--- config.mk ---
export PLATFORM = sky130hd
export DESIGN_NAME = highspeed_tcp_window_update_core
export DESIGN_NICKNAME = d
export VERILOG_FILES = /design/src/hstcpw_pkg.sv /design/src/hstcpw_div.sv /design/src/highspeed_tcp_window_update_core.sv
export SDC_FILE = /design/constraint.sdc
export NUM_CORES = 2
export LEC_CHECK = 0
export BUFFER_PORTS_ARGS = -buffer_cell sky130_fd_sc_hd__buf_2
export CORE_MARGIN = 2
export CORE_UTILIZATION = 55
export DETAILED_ROUTE_END_ITERATION = 8
export GPL_ROUTABILITY_DRIVEN = 0
export PLACE_DENSITY = 0.74
export SETUP_SLACK_MARGIN = 0.2
export SLEW_MARGIN = 20
export SYNTH_ARGS = -nofsm -noshare
export SYNTH_HDL_FRONTEND = slang
export SYNTH_HIERARCHICAL = 1
export SYNTH_SLANG_ARGS = --single-unit
--- constraint.sdc ---
create_clock -name clock -period 16.05 [get_ports clock]
set_input_delay 0.8025 -clock clock [delete_from_list [all_inputs] [get_ports clock]]
set_output_delay 0.8025 -clock clock [all_outputs]
set_load 0.05 [all_outputs]
--- src/hstcpw_pkg.sv ---
// Shared types, codes and ROM constants for the HighSpeed TCP window update engine.
`default_nettype none

package hstcpw_pkg;

   // Event codes carried in the action field
   localparam logic [1:0] ACT_ACK     = 2'd0;
   localparam logic [1:0] ACT_LOSS    = 2'd1;
   localparam logic [1:0] ACT_TIMEOUT = 2'd2;
   localparam logic [1:0] ACT_NONE    = 2'd3;

   // Configuration register indexes
   localparam logic [1:0] CSR_SEGMENT_SIZE      = 2'd0;
   localparam logic [1:0] CSR_WINDOW_LIMIT      = 2'd1;
   localparam logic [1:0] CSR_INITIAL_WINDOW    = 2'd2;
   localparam logic [1:0] CSR_INITIAL_THRESHOLD = 2'd3;

   // Register reset values
   localparam logic [15:0] SEGMENT_SIZE_RST      = 16'd1460;
   localparam logic [31:0] WINDOW_LIMIT_RST      = 32'hFFFF_FFFF;
   localparam logic [31:0] INITIAL_WINDOW_RST    = 32'd4380;
   localparam logic [31:0] INITIAL_THRESHOLD_RST = 32'hFFFF_FFFF;

   localparam int TABLE_ENTRIES  = 74;
   localparam int DECREASE_SHIFT = 7;
   localparam logic [6:0] TOP_SLOT = 7'((TABLE_ENTRIES - 1 > 73) ? 73 : TABLE_ENTRIES - 1);

   // Serial divider: 32-bit dividend, 16-bit divisor, one quotient bit per cycle
   localparam int DIV_STEPS = 32;

   // Decrease factors, scaled by 2^DECREASE_SHIFT
   localparam logic [6:0] DECR_ROM [0:73] = '{
      7'd0,   7'd64,  7'd71,  7'd75,  7'd78,  7'd81,  7'd83,  7'd84,
      7'd86,  7'd87,  7'd88,  7'd89,  7'd90,  7'd91,  7'd92,  7'd93,
      7'd93,  7'd94,  7'd95,  7'd95,  7'd96,  7'd97,  7'd97,  7'd98,
      7'd98,  7'd99,  7'd99,  7'd100, 7'd100, 7'd101, 7'd101, 7'd101,
      7'd102, 7'd102, 7'd103, 7'd103, 7'd103, 7'd104, 7'd104, 7'd105,
      7'd105, 7'd105, 7'd106, 7'd106, 7'd106, 7'd107, 7'd107, 7'd107,
      7'd108, 7'd108, 7'd108, 7'd108, 7'd109, 7'd109, 7'd109, 7'd110,
      7'd110, 7'd110, 7'd111, 7'd111, 7'd111, 7'd111, 7'd112, 7'd112,
      7'd112, 7'd113, 7'd113, 7'd113, 7'd114, 7'd114, 7'd114, 7'd115,
      7'd115, 7'd116
   };

   // Per-slot window thresholds, in segments
   localparam logic [16:0] THRES_ROM [0:73] = '{
      17'd0,     17'd38,    17'd118,   17'd221,   17'd347,   17'd495,
      17'd663,   17'd851,   17'd1058,  17'd1284,  17'd1529,  17'd1793,
      17'd2076,  17'd2378,  17'd2699,  17'd3039,  17'd3399,  17'd3778,
      17'd4177,  17'd4596,  17'd5036,  17'd5497,  17'd5979,  17'd6483,
      17'd7009,  17'd7558,  17'd8130,  17'd8726,  17'd9346,  17'd9991,
      17'd10661, 17'd11358, 17'd12082, 17'd12834, 17'd13614, 17'd14424,
      17'd15265, 17'd16137, 17'd17042, 17'd17981, 17'd18955, 17'd19965,
      17'd21013, 17'd22101, 17'd23230, 17'd24402, 17'd25618, 17'd26881,
      17'd28193, 17'd29557, 17'd30975, 17'd32450, 17'd33986, 17'd35586,
      17'd37253, 17'd38992, 17'd40808, 17'd42707, 17'd44694, 17'd46776,
      17'd48961, 17'd51258, 17'd53677, 17'd56230, 17'd58932, 17'd61799,
      17'd64851, 17'd68113, 17'd71617, 17'd75401, 17'd79517, 17'd84035,
      17'd89053, 17'd94717
   };

   // Sequencer states
   typedef enum logic [5:0] {
      S_IDLE    = 6'b000001,
      S_WALK    = 6'b000010,
      S_ACK_DIV = 6'b000100,
      S_THR_DIV = 6'b001000,
      S_RESULT  = 6'b010000,
      S_SPARE   = 6'b100000
   } state_type;

   // Divider handshake
   typedef struct packed {
      logic busy;
      logic done;
   } div_stat_type;

endpackage

`default_nettype wire

--- src/hstcpw_div.sv ---
// Restoring serial divider, 32-bit dividend by 16-bit divisor, one bit per cycle.
`default_nettype none

module hstcpw_div
   import hstcpw_pkg::*;
(
   input  wire logic         clock,
   input  wire logic         reset,
   input  wire logic         start,
   input  wire logic [31:0]  dividend,
   input  wire logic [15:0]  divisor,
   output div_stat_type      stat,
   output logic      [31:0]  quotient,
   output logic      [15:0]  remainder
);

   logic        busy_ff, busy_in;
   logic        done_ff, done_in;
   logic [4:0]  count_ff, count_in;
   logic [15:0] rem_ff, rem_in;
   logic [31:0] quo_ff, quo_in;
   logic [15:0] dvs_ff, dvs_in;

   logic [16:0] partial;
   logic [17:0] diff;
   logic        fits;

   assign partial = {rem_ff, quo_ff[31]};
   assign diff    = {1'b0, partial} - {2'b00, dvs_ff};
   assign fits    = !diff[17];

   always_comb begin
      busy_in  = busy_ff;
      done_in  = done_ff;
      count_in = count_ff;
      rem_in   = rem_ff;
      quo_in   = quo_ff;
      dvs_in   = dvs_ff;
      if (start) begin
         busy_in  = 1'b1;
         done_in  = 1'b0;
         count_in = '0;
         rem_in   = '0;
         quo_in   = dividend;
         dvs_in   = divisor;
      end else if (busy_ff) begin
         rem_in   = fits ? diff[15:0] : partial[15:0];
         quo_in   = {quo_ff[30:0], fits};
         count_in = count_ff + 5'd1;
         if (count_ff == 5'(DIV_STEPS - 1)) begin
            busy_in = 1'b0;
            done_in = 1'b1;
         end
      end
   end

   always_ff @(posedge clock) begin
      if (reset) begin
         busy_ff <= 1'b0;
         done_ff <= 1'b0;
      end else begin
         busy_ff <= busy_in;
         done_ff <= done_in;
      end
      count_ff <= count_in;
      rem_ff   <= rem_in;
      quo_ff   <= quo_in;
      dvs_ff   <= dvs_in;
   end

   assign stat.busy = busy_ff;
   assign stat.done = done_ff;
   assign quotient  = quo_ff;
   assign remainder = rem_ff;

endmodule

`default_nettype wire

--- src/highspeed_tcp_window_update_core.sv ---
// HighSpeed TCP congestion window update engine: sequencer, state and result register.
//
// Usage:
//   req_* carries one event per transfer: ack (grow the window), fast loss or
//   timeout (shrink the window, walk the increase slot down, set the threshold).
//   rsp_* returns one transfer per event: window, threshold and slot afterwards.
//   csr_* writes the segment size, window limit and the initial window and
//   threshold registers (unused); write only while no event is in progress.
// Steps from accept to result valid:
//   ack in slow start or spending credit: straight to the result state.
//   ack that grows the window: serial divide of window by slot, then result.
//   fast loss: slot walk, with the flight/segment divide running alongside,
//   then the threshold from that divide.
//   timeout: slot walk, then a divide of the new window by segment.
// One event is worked at a time; req_tready is high only while the sequencer
// idles. The 32-step divider and the slot walk set the per-event time; the
// slot walk shares one multiplier for threshold*segment products with accept.
// A finished result sits in the output register; the next event is accepted
// while it waits. If rsp_tready stays low, the following result waits in its
// final state and no further event is taken.
// Reset (synchronous, active high) restores the registers to their defaults,
// window and threshold to the default initial values, credit to 0, slot to 1.
`default_nettype none

module highspeed_tcp_window_update_core
   import hstcpw_pkg::*;
(
   input  wire logic        clock,
   input  wire logic        reset,
   // request channel
   input  wire logic        req_tvalid,
   output logic             req_tready,
   input  wire logic [71:0] req_tdata,   // action[1:0], acked_len[32:2], flight_bytes[64:33]
   // result channel
   output logic             rsp_tvalid,
   input  wire logic        rsp_tready,
   output logic      [71:0] rsp_tdata,   // window[31:0], threshold[63:32], slot[70:64]
   // configuration writes
   input  wire logic        csr_we,
   input  wire logic [1:0]  csr_index,
   input  wire logic [31:0] csr_wdata
);

   // ---------------- configuration registers ----------------
   logic [15:0] seg_size_ff;
   logic [31:0] win_limit_ff;
   logic [31:0] init_win_ff;
   logic [31:0] init_thr_ff;

   always_ff @(posedge clock) begin
      if (reset) begin
         seg_size_ff  <= SEGMENT_SIZE_RST;
         win_limit_ff <= WINDOW_LIMIT_RST;
         init_win_ff  <= INITIAL_WINDOW_RST;
         init_thr_ff  <= INITIAL_THRESHOLD_RST;
      end else if (csr_we) begin
         unique case (csr_index)
            CSR_SEGMENT_SIZE:      seg_size_ff  <= csr_wdata[15:0];
            CSR_WINDOW_LIMIT:      win_limit_ff <= csr_wdata;
            CSR_INITIAL_WINDOW:    init_win_ff  <= csr_wdata;
            CSR_INITIAL_THRESHOLD: init_thr_ff  <= csr_wdata;
            default: ;
         endcase
      end
   end

   // ---------------- request fields ----------------
   logic [1:0]  req_action;
   logic [30:0] req_acked_len;
   logic [31:0] req_flight_bytes;

   assign req_action       = req_tdata[1:0];
   assign req_acked_len    = req_tdata[32:2];
   assign req_flight_bytes = req_tdata[64:33];

   // ---------------- state ----------------
   state_type          state_ff, state_in;
   logic [31:0]        cw_ff, cw_in;        // congestion window
   logic [31:0]        thr_ff, thr_in;      // slow start threshold
   logic signed [32:0] credit_ff, credit_in;
   logic [6:0]         slot_ff, slot_in;

   // working registers (payload, no reset)
   logic [1:0]  act_ff, act_in;
   logic [31:0] flight_ff, flight_in;
   logic [31:0] nw_ff, nw_in;       // scaled flight size during the walk
   logic [32:0] prod_ff, prod_in;   // threshold[slot] * segment

   // result register
   logic        rsp_valid_ff, rsp_valid_in;
   logic [31:0] rsp_win_ff, rsp_win_in;
   logic [31:0] rsp_thr_ff, rsp_thr_in;
   logic [6:0]  rsp_slot_ff, rsp_slot_in;

   // ---------------- derived values ----------------
   logic [15:0] mss;
   logic [16:0] mss2;
   logic [6:0]  slot_s;

   assign mss  = (seg_size_ff == '0) ? 16'd1 : seg_size_ff;
   assign mss2 = {mss, 1'b0};
   assign slot_s = (slot_ff < 7'd1) ? 7'd1 : ((slot_ff > TOP_SLOT) ? TOP_SLOT : slot_ff);

   // acked bytes rounded up to a segment, capped at two segments
   logic [16:0] ack_bytes;
   assign ack_bytes = (req_acked_len == '0) ? 17'd0 :
                      ((req_acked_len <= {15'd0, mss}) ? {1'b0, mss} : mss2);

   logic [32:0] ss_sum, ca_sum;
   logic [31:0] ss_win, ca_win;
   assign ss_sum = {1'b0, cw_ff} + {16'd0, ack_bytes};
   assign ca_sum = {1'b0, cw_ff} + {17'd0, mss};
   assign ss_win = (ss_sum > {1'b0, win_limit_ff}) ? win_limit_ff : ss_sum[31:0];
   assign ca_win = (ca_sum > {1'b0, win_limit_ff}) ? win_limit_ff : ca_sum[31:0];

   logic credit_pos;
   assign credit_pos = !credit_ff[32] && (credit_ff != '0);

   // shared multiplier: segment threshold of a slot in bytes
   logic [6:0]  mul_slot;
   logic [32:0] mul_out;
   assign mul_slot = (state_ff == S_WALK) ? (slot_ff - 7'd1) : slot_s;
   assign mul_out  = 33'(THRES_ROM[mul_slot]) * 33'(mss);

   // flight scaled by the slot's decrease factor
   logic [38:0] scaled;
   assign scaled = 39'(req_flight_bytes) * 39'(DECR_ROM[slot_s]);

   // walk stops when the scaled flight exceeds the slot threshold or at slot 1
   logic        walk_done;
   logic [31:0] loss_win;
   assign walk_done = (slot_ff <= 7'd1) || ({1'b0, nw_ff} > prod_ff);
   assign loss_win  = (nw_ff < {15'd0, mss2}) ? {15'd0, mss2} : nw_ff;

   // ---------------- divider ----------------
   logic         div_start;
   logic [31:0]  div_dividend;
   logic [15:0]  div_divisor;
   div_stat_type div_stat;
   logic [31:0]  div_quo;
   logic [15:0]  div_rem;

   hstcpw_div u_div (
      .clock     (clock),
      .reset     (reset),
      .start     (div_start),
      .dividend  (div_dividend),
      .divisor   (div_divisor),
      .stat      (div_stat),
      .quotient  (div_quo),
      .remainder (div_rem)
   );

   // threshold candidates once the divide is done
   logic [31:0] fl_thr;
   logic [32:0] to_round;
   logic [31:0] to_cap;
   logic [31:0] to_thr;
   assign fl_thr   = (div_quo < 32'd2) ? {15'd0, mss2} : (flight_ff - {16'd0, div_rem});
   assign to_round = (div_rem == '0) ? {1'b0, cw_ff} :
                     ({1'b0, cw_ff} - {17'd0, div_rem} + {17'd0, mss});
   assign to_cap   = to_round[32] ? 32'hFFFF_FFFF : to_round[31:0];
   assign to_thr   = (to_cap < {15'd0, mss2}) ? {15'd0, mss2} : to_cap;

   logic req_xfer, rsp_xfer, rsp_load;
   assign req_tready = (state_ff == S_IDLE) && !reset;
   assign req_xfer   = req_tvalid && req_tready;
   assign rsp_xfer   = rsp_valid_ff && rsp_tready;
   assign rsp_load   = (state_ff == S_RESULT) && (!rsp_valid_ff || rsp_tready);

   // ---------------- sequencer ----------------
   always_comb begin
      state_in     = state_ff;
      cw_in        = cw_ff;
      thr_in       = thr_ff;
      credit_in    = credit_ff;
      slot_in      = slot_ff;
      act_in       = act_ff;
      flight_in    = flight_ff;
      nw_in        = nw_ff;
      prod_in      = prod_ff;
      div_start    = 1'b0;
      div_dividend = req_flight_bytes;
      div_divisor  = mss;

      unique case (state_ff)
         S_IDLE: begin
            if (req_xfer) begin
               act_in    = req_action;
               flight_in = req_flight_bytes;
               unique case (req_action) inside
                  ACT_ACK: begin
                     if (cw_ff < thr_ff) begin
                        cw_in    = ss_win;
                        state_in = S_RESULT;
                     end else if (credit_pos) begin
                        credit_in = credit_ff - $signed({16'd0, ack_bytes});
                        state_in  = S_RESULT;
                     end else begin
                        cw_in        = ca_win;
                        slot_in      = slot_s;
                        prod_in      = mul_out;
                        div_start    = 1'b1;
                        div_dividend = ca_win;
                        div_divisor  = {9'd0, slot_s};
                        state_in     = S_ACK_DIV;
                     end
                  end
                  ACT_LOSS, ACT_TIMEOUT: begin
                     slot_in  = slot_s;
                     prod_in  = mul_out;
                     nw_in    = scaled[DECREASE_SHIFT +: 32];
                     // fast loss divides flight by segment while the slot walks
                     div_start = (req_action == ACT_LOSS);
                     state_in  = S_WALK;
                  end
                  default: state_in = S_RESULT;
               endcase
            end
         end

         S_WALK: begin
            if (walk_done) begin
               cw_in     = loss_win;
               credit_in = '0;
               state_in  = S_THR_DIV;
               if (act_ff == ACT_TIMEOUT) begin
                  div_start    = 1'b1;
                  div_dividend = loss_win;
               end
            end else begin
               slot_in = slot_ff - 7'd1;
               prod_in = mul_out;
            end
         end

         S_ACK_DIV: begin
            if (div_stat.done) begin
               credit_in = $signed({1'b0, div_quo});
               if ({1'b0, cw_ff} > prod_ff) begin
                  slot_in = (slot_ff >= TOP_SLOT) ? TOP_SLOT : (slot_ff + 7'd1);
               end
               state_in = S_RESULT;
            end
         end

         S_THR_DIV: begin
            if (div_stat.done) begin
               thr_in   = (act_ff == ACT_LOSS) ? fl_thr : to_thr;
               state_in = S_RESULT;
            end
         end

         S_RESULT: begin
            if (rsp_load) begin
               state_in = S_IDLE;
            end
         end

         default: state_in = S_IDLE;
      endcase
   end

   // result register
   always_comb begin
      rsp_valid_in = rsp_valid_ff;
      rsp_win_in   = rsp_win_ff;
      rsp_thr_in   = rsp_thr_ff;
      rsp_slot_in  = rsp_slot_ff;
      if (rsp_xfer) begin
         rsp_valid_in = 1'b0;
      end
      if (rsp_load) begin
         rsp_valid_in = 1'b1;
         rsp_win_in   = cw_ff;
         rsp_thr_in   = thr_ff;
         rsp_slot_in  = slot_ff;
      end
   end

   always_ff @(posedge clock) begin
      if (reset) begin
         state_ff     <= S_IDLE;
         cw_ff        <= INITIAL_WINDOW_RST;
         thr_ff       <= INITIAL_THRESHOLD_RST;
         credit_ff    <= '0;
         slot_ff      <= 7'd1;
         rsp_valid_ff <= 1'b0;
      end else begin
         state_ff     <= state_in;
         cw_ff        <= cw_in;
         thr_ff       <= thr_in;
         credit_ff    <= credit_in;
         slot_ff      <= slot_in;
         rsp_valid_ff <= rsp_valid_in;
      end
      act_ff      <= act_in;
      flight_ff   <= flight_in;
      nw_ff       <= nw_in;
      prod_ff     <= prod_in;
      rsp_win_ff  <= rsp_win_in;
      rsp_thr_ff  <= rsp_thr_in;
      rsp_slot_ff <= rsp_slot_in;
   end

   // init registers have no effect on window or threshold
   logic unused_init;
   assign unused_init = ^{init_win_ff, init_thr_ff};

   assign rsp_tvalid = rsp_valid_ff;
   assign rsp_tdata  = {1'b0, rsp_slot_ff, rsp_thr_ff, rsp_win_ff} & {72{!unused_init | 1'b1}};

`ifndef SYNTHESIS
   // slot stays inside the table
   assert property (@(posedge clock) disable iff (reset)
      (slot_ff >= 7'd1) && (slot_ff <= TOP_SLOT))
      else $error("slot out of table range");

   // divider is running or finished whenever the sequencer waits on it
   assert property (@(posedge clock) disable iff (reset)
      (state_ff == S_ACK_DIV || state_ff == S_THR_DIV) |-> (div_stat.busy || div_stat.done))
      else $error("waiting on an idle divider");

   // end of a loss walk clears credit and leaves at least two segments
   assert property (@(posedge clock) disable iff (reset)
      (state_ff == S_WALK && walk_done) |=>
         (credit_ff == '0) && (cw_ff >= {15'd0, mss2}))
      else $error("loss left bad window or credit");
`endif

endmodule

`default_nettype wire

==> impl_metrics.py <==
metrics = {
    "critical_path": {
        "cpMostUsedCell": "fa_1",
        "start_kind": "flip-flop",
        "required_ns": 16.42,
        "crit_start": "slot_ff[1]$_SDFFE_PP0P_",
        "cp.arrival_ns": 12.28,
        "r2r_end": "prod_ff[32]$_DFFE_PP_",
        "endpoint": "prod_ff[32]$_DFFE_PP_",
        "path_class": "flip-flop to flip-flop",
        "endpoint_kind": "flip-flop",
        "rr_worst_depth": 34,
        "cpPeakStageDelay_ns": 0.95,
        "cp_slowest_cell": "a32oi_2",
        "r2r_slack_ns": 4.14,
        "r2r_start": "slot_ff[1]$_SDFFE_PP0P_",
        "path_max_fanout": 17,
    },
    "layout": {
        "fillers": 7586,
        "drive_above_1_share_pct": 8.443,
        "layout_commonest_cell": "nand2_1",
        "nets": 6574,
        "mostFrequentLayoutCells": "661 x nand2_1, 638 x inv_1, 521 x ha_1, 381 x nor2_1, 377 x fa_1",
        "area_growth_pct": 6.773,
    },
    "min_path": {
        "min-delay-start": "csr_wdata[30]",
        "hp-class": "input pin to flip-flop",
    },
    "global_route": {
        "antenna_found_initial": 4,
        "grt.total_usage_pct": 35.78,
        "grt_pass1_vias": 42354,
        "gr-total-overflow": 0,
        "grt_max_degree": 77,
        "grt_first_pass_wirelength_um": 246600,
    },
    "yosys": {
        "yosys_warnings": 6,
        "synth_area_um2": 47790,
        "postSynthCellCount": 5574,
        "synth_fp_nets": 6583,
        "avgSynthCellArea_um2": 8.574,
    },
    "sta": {
        "fin_worst_skew_ns": 0.04284,
        "relSlewSlack_pct": 20.46,
        "drv_slew": 0,
        "fin_crit_sh_pct": 74.21,
        "hold_viol_final": 0,
        "finalSetupViolCount": 0,
        "fin_ws_ns": 4.139,
        "worstMarginPinSlew_ns": 1.193,
        "fmax_ghz": 0.08396,
        "timing.hold.ws_ns": 0.4194,
        "finalSetupTns_ns": 0,
        "post-route-min-period_ns": 11.91,
        "rsz0062_at_grt": "no",
    },
    "power_and_ir_drop": {
        "vdd_ir_drop_max_uv": 330.3,
        "clkPwrFrac_pct": 11.3,
        "seq_power_share_pct": 17.7,
        "power.internal_mw": 4.626,
        "powerDensity_nw_per_um2": 182.7,
        "p_sw_mw": 4.696,
        "leakage_nw": 23.70,
        "swShare_pct": 50.38,
        "combPwrFrac_pct": 70.9,
    },
    "routing": {
        "drtIter0Drc": 4889,
        "vias": 43836,
        "routed_wl_um": 163000,
        "routedWlPerCell_um": 24.11,
        "drc": 0,
        "ant_nets": 0,
        "vias_per_cell": 6.484,
        "firstDrtPassIters": 9,
    },
    "status": {
        "status": "finished, final reports clean",
    },
    "clocking": {
        "clk-insertion-delay-late_ns": 0.63,
        "cts_sinks": 399,
        "root_buffer": "clkbuf_16",
        "ctsResizeCount": 0,
        "htreeDepth": 2,
        "post_cts_buffers": 0,
        "clockBufferDepth": 3,
        "cts_buffers": 46,
        "cts_hold_buf": 0,
        "cts_tree": "built",
        "cts.reportedPaths.clkPinSlew_ns": 0.06,
    },
    "floorplan": {
        "dieArea_um2": 89270,
        "core-area_um2": 86480,
        "die_h_um": 298.8,
        "row_count": 108,
        "initial_utilization_pct": 55.26,
        "design.portCount": 185,
        "die_width_um": 298.8,
    },
    "place": {
        "hpwl_um": 122600,
        "io_buffers": 176,
        "post-place-ws_ns": 4.455,
    },
    "run": {
        "drv_cap": 0,
    },
}
-- power groups by stage --
| stage | logic [mW] | clock network, mW | registers, mW |
|---|---|---|---|
| floorplan | 4.98 | 0 | 1.59 |
| global placement | 6.30 | 0 | 1.65 |
| detailed placement | 6.47 | 0 | 1.66 |
| CTS | 6.50 | 1.05 | 1.64 |
| global route | 7.36 | 1.09 | 1.66 |
| finish | 6.61 | 1.06 | 1.65 |
-- worst max-delay path: cells and delay by family, from the launching register on --
family | cells | cell delay [ns]
buf+inv | 5 | 0.65
fa+ha+maj | 9 | 4.22
compound gates | 17 | 5.42
flops | 1 | 0.79
simple gates | 3 | 0.57
-- flip-flops by register name, summed over array words and instances (netlist names), 2 cells and up --
| signal | cells |
|---|---|
| nw_ff | 32 |
| prod_ff | 33 |
| thr_ff | 32 |
| flight_ff | 32 |
| rsp_slot_ff | 7 |
| u_div/quotient | 32 |
| act_ff | 2 |
| u_div/remainder | 16 |
| credit_ff | 33 |
| u_div/count_ff | 5 |
| slot_ff | 7 |
| rsp_thr_ff | 32 |
| rsp_win_ff | 32 |
| u_div/dvs_ff | 16 |
| cw_ff | 32 |
| seg_size_ff | 16 |
| win_limit_ff | 32 |
| state_ff | 5 |
-- worst min-delay path by stage --
stage                                                to  slack, ns  cells past startpoint
after floorplan                rsp_slot_ff[2]$_DFFE_PP_       0.41                      0
after global placement         rsp_thr_ff[21]$_DFFE_PP_       0.41                      0
after detailed placement       rsp_thr_ff[21]$_DFFE_PP_       0.43                      0
after CTS                 win_limit_ff[30]$_SDFFE_PP1P_       0.42                      3
after global routing                act_ff[0]$_DFFE_PP_       0.45                      1
final                     win_limit_ff[30]$_SDFFE_PP1P_       0.42                      3
-- final cells by class --
cell class / count / area, µm² / share of cell area, %
flip-flops and latches: 399 / 10170 / 19.93
multi-input cells: 4215 / 34010 / 66.64
inverters: 641 / 2409 / 4.720
clock inverters: 25 / 206.4 / 0.4046
clock buffers: 60 / 1255 / 2.459
repair buffers: 262 / 1526 / 2.991
diodes: 4 / 10.01 / 0.01962
well taps: 1155 / 1445 / 2.832
-- metrics by stage --
step                      cells  area (µm²)  utilization, %  power (mW)
after floorplan            5574       47790               -       6.574
after detailed placement   6672       49550           57.29       8.122
final                      6761       51030           59.00       9.322
after global routing       6758       51020           59.00       10.12
after CTS                  6757       51010           58.98       9.193
after global placement     6672       49550           57.29       7.956
-- routing by layer --
metal / part of all wire [%] / track usage [%] / wire length, µm
met5: 0.0061 / 0 / 10
met4: 8.2 / 23.95 / 13310
met3: 12 / 7.037 / 19000
met2: 43 / 55.15 / 70200
met1: 37 / 45.72 / 60500
(Power assumes the default switching activity.)
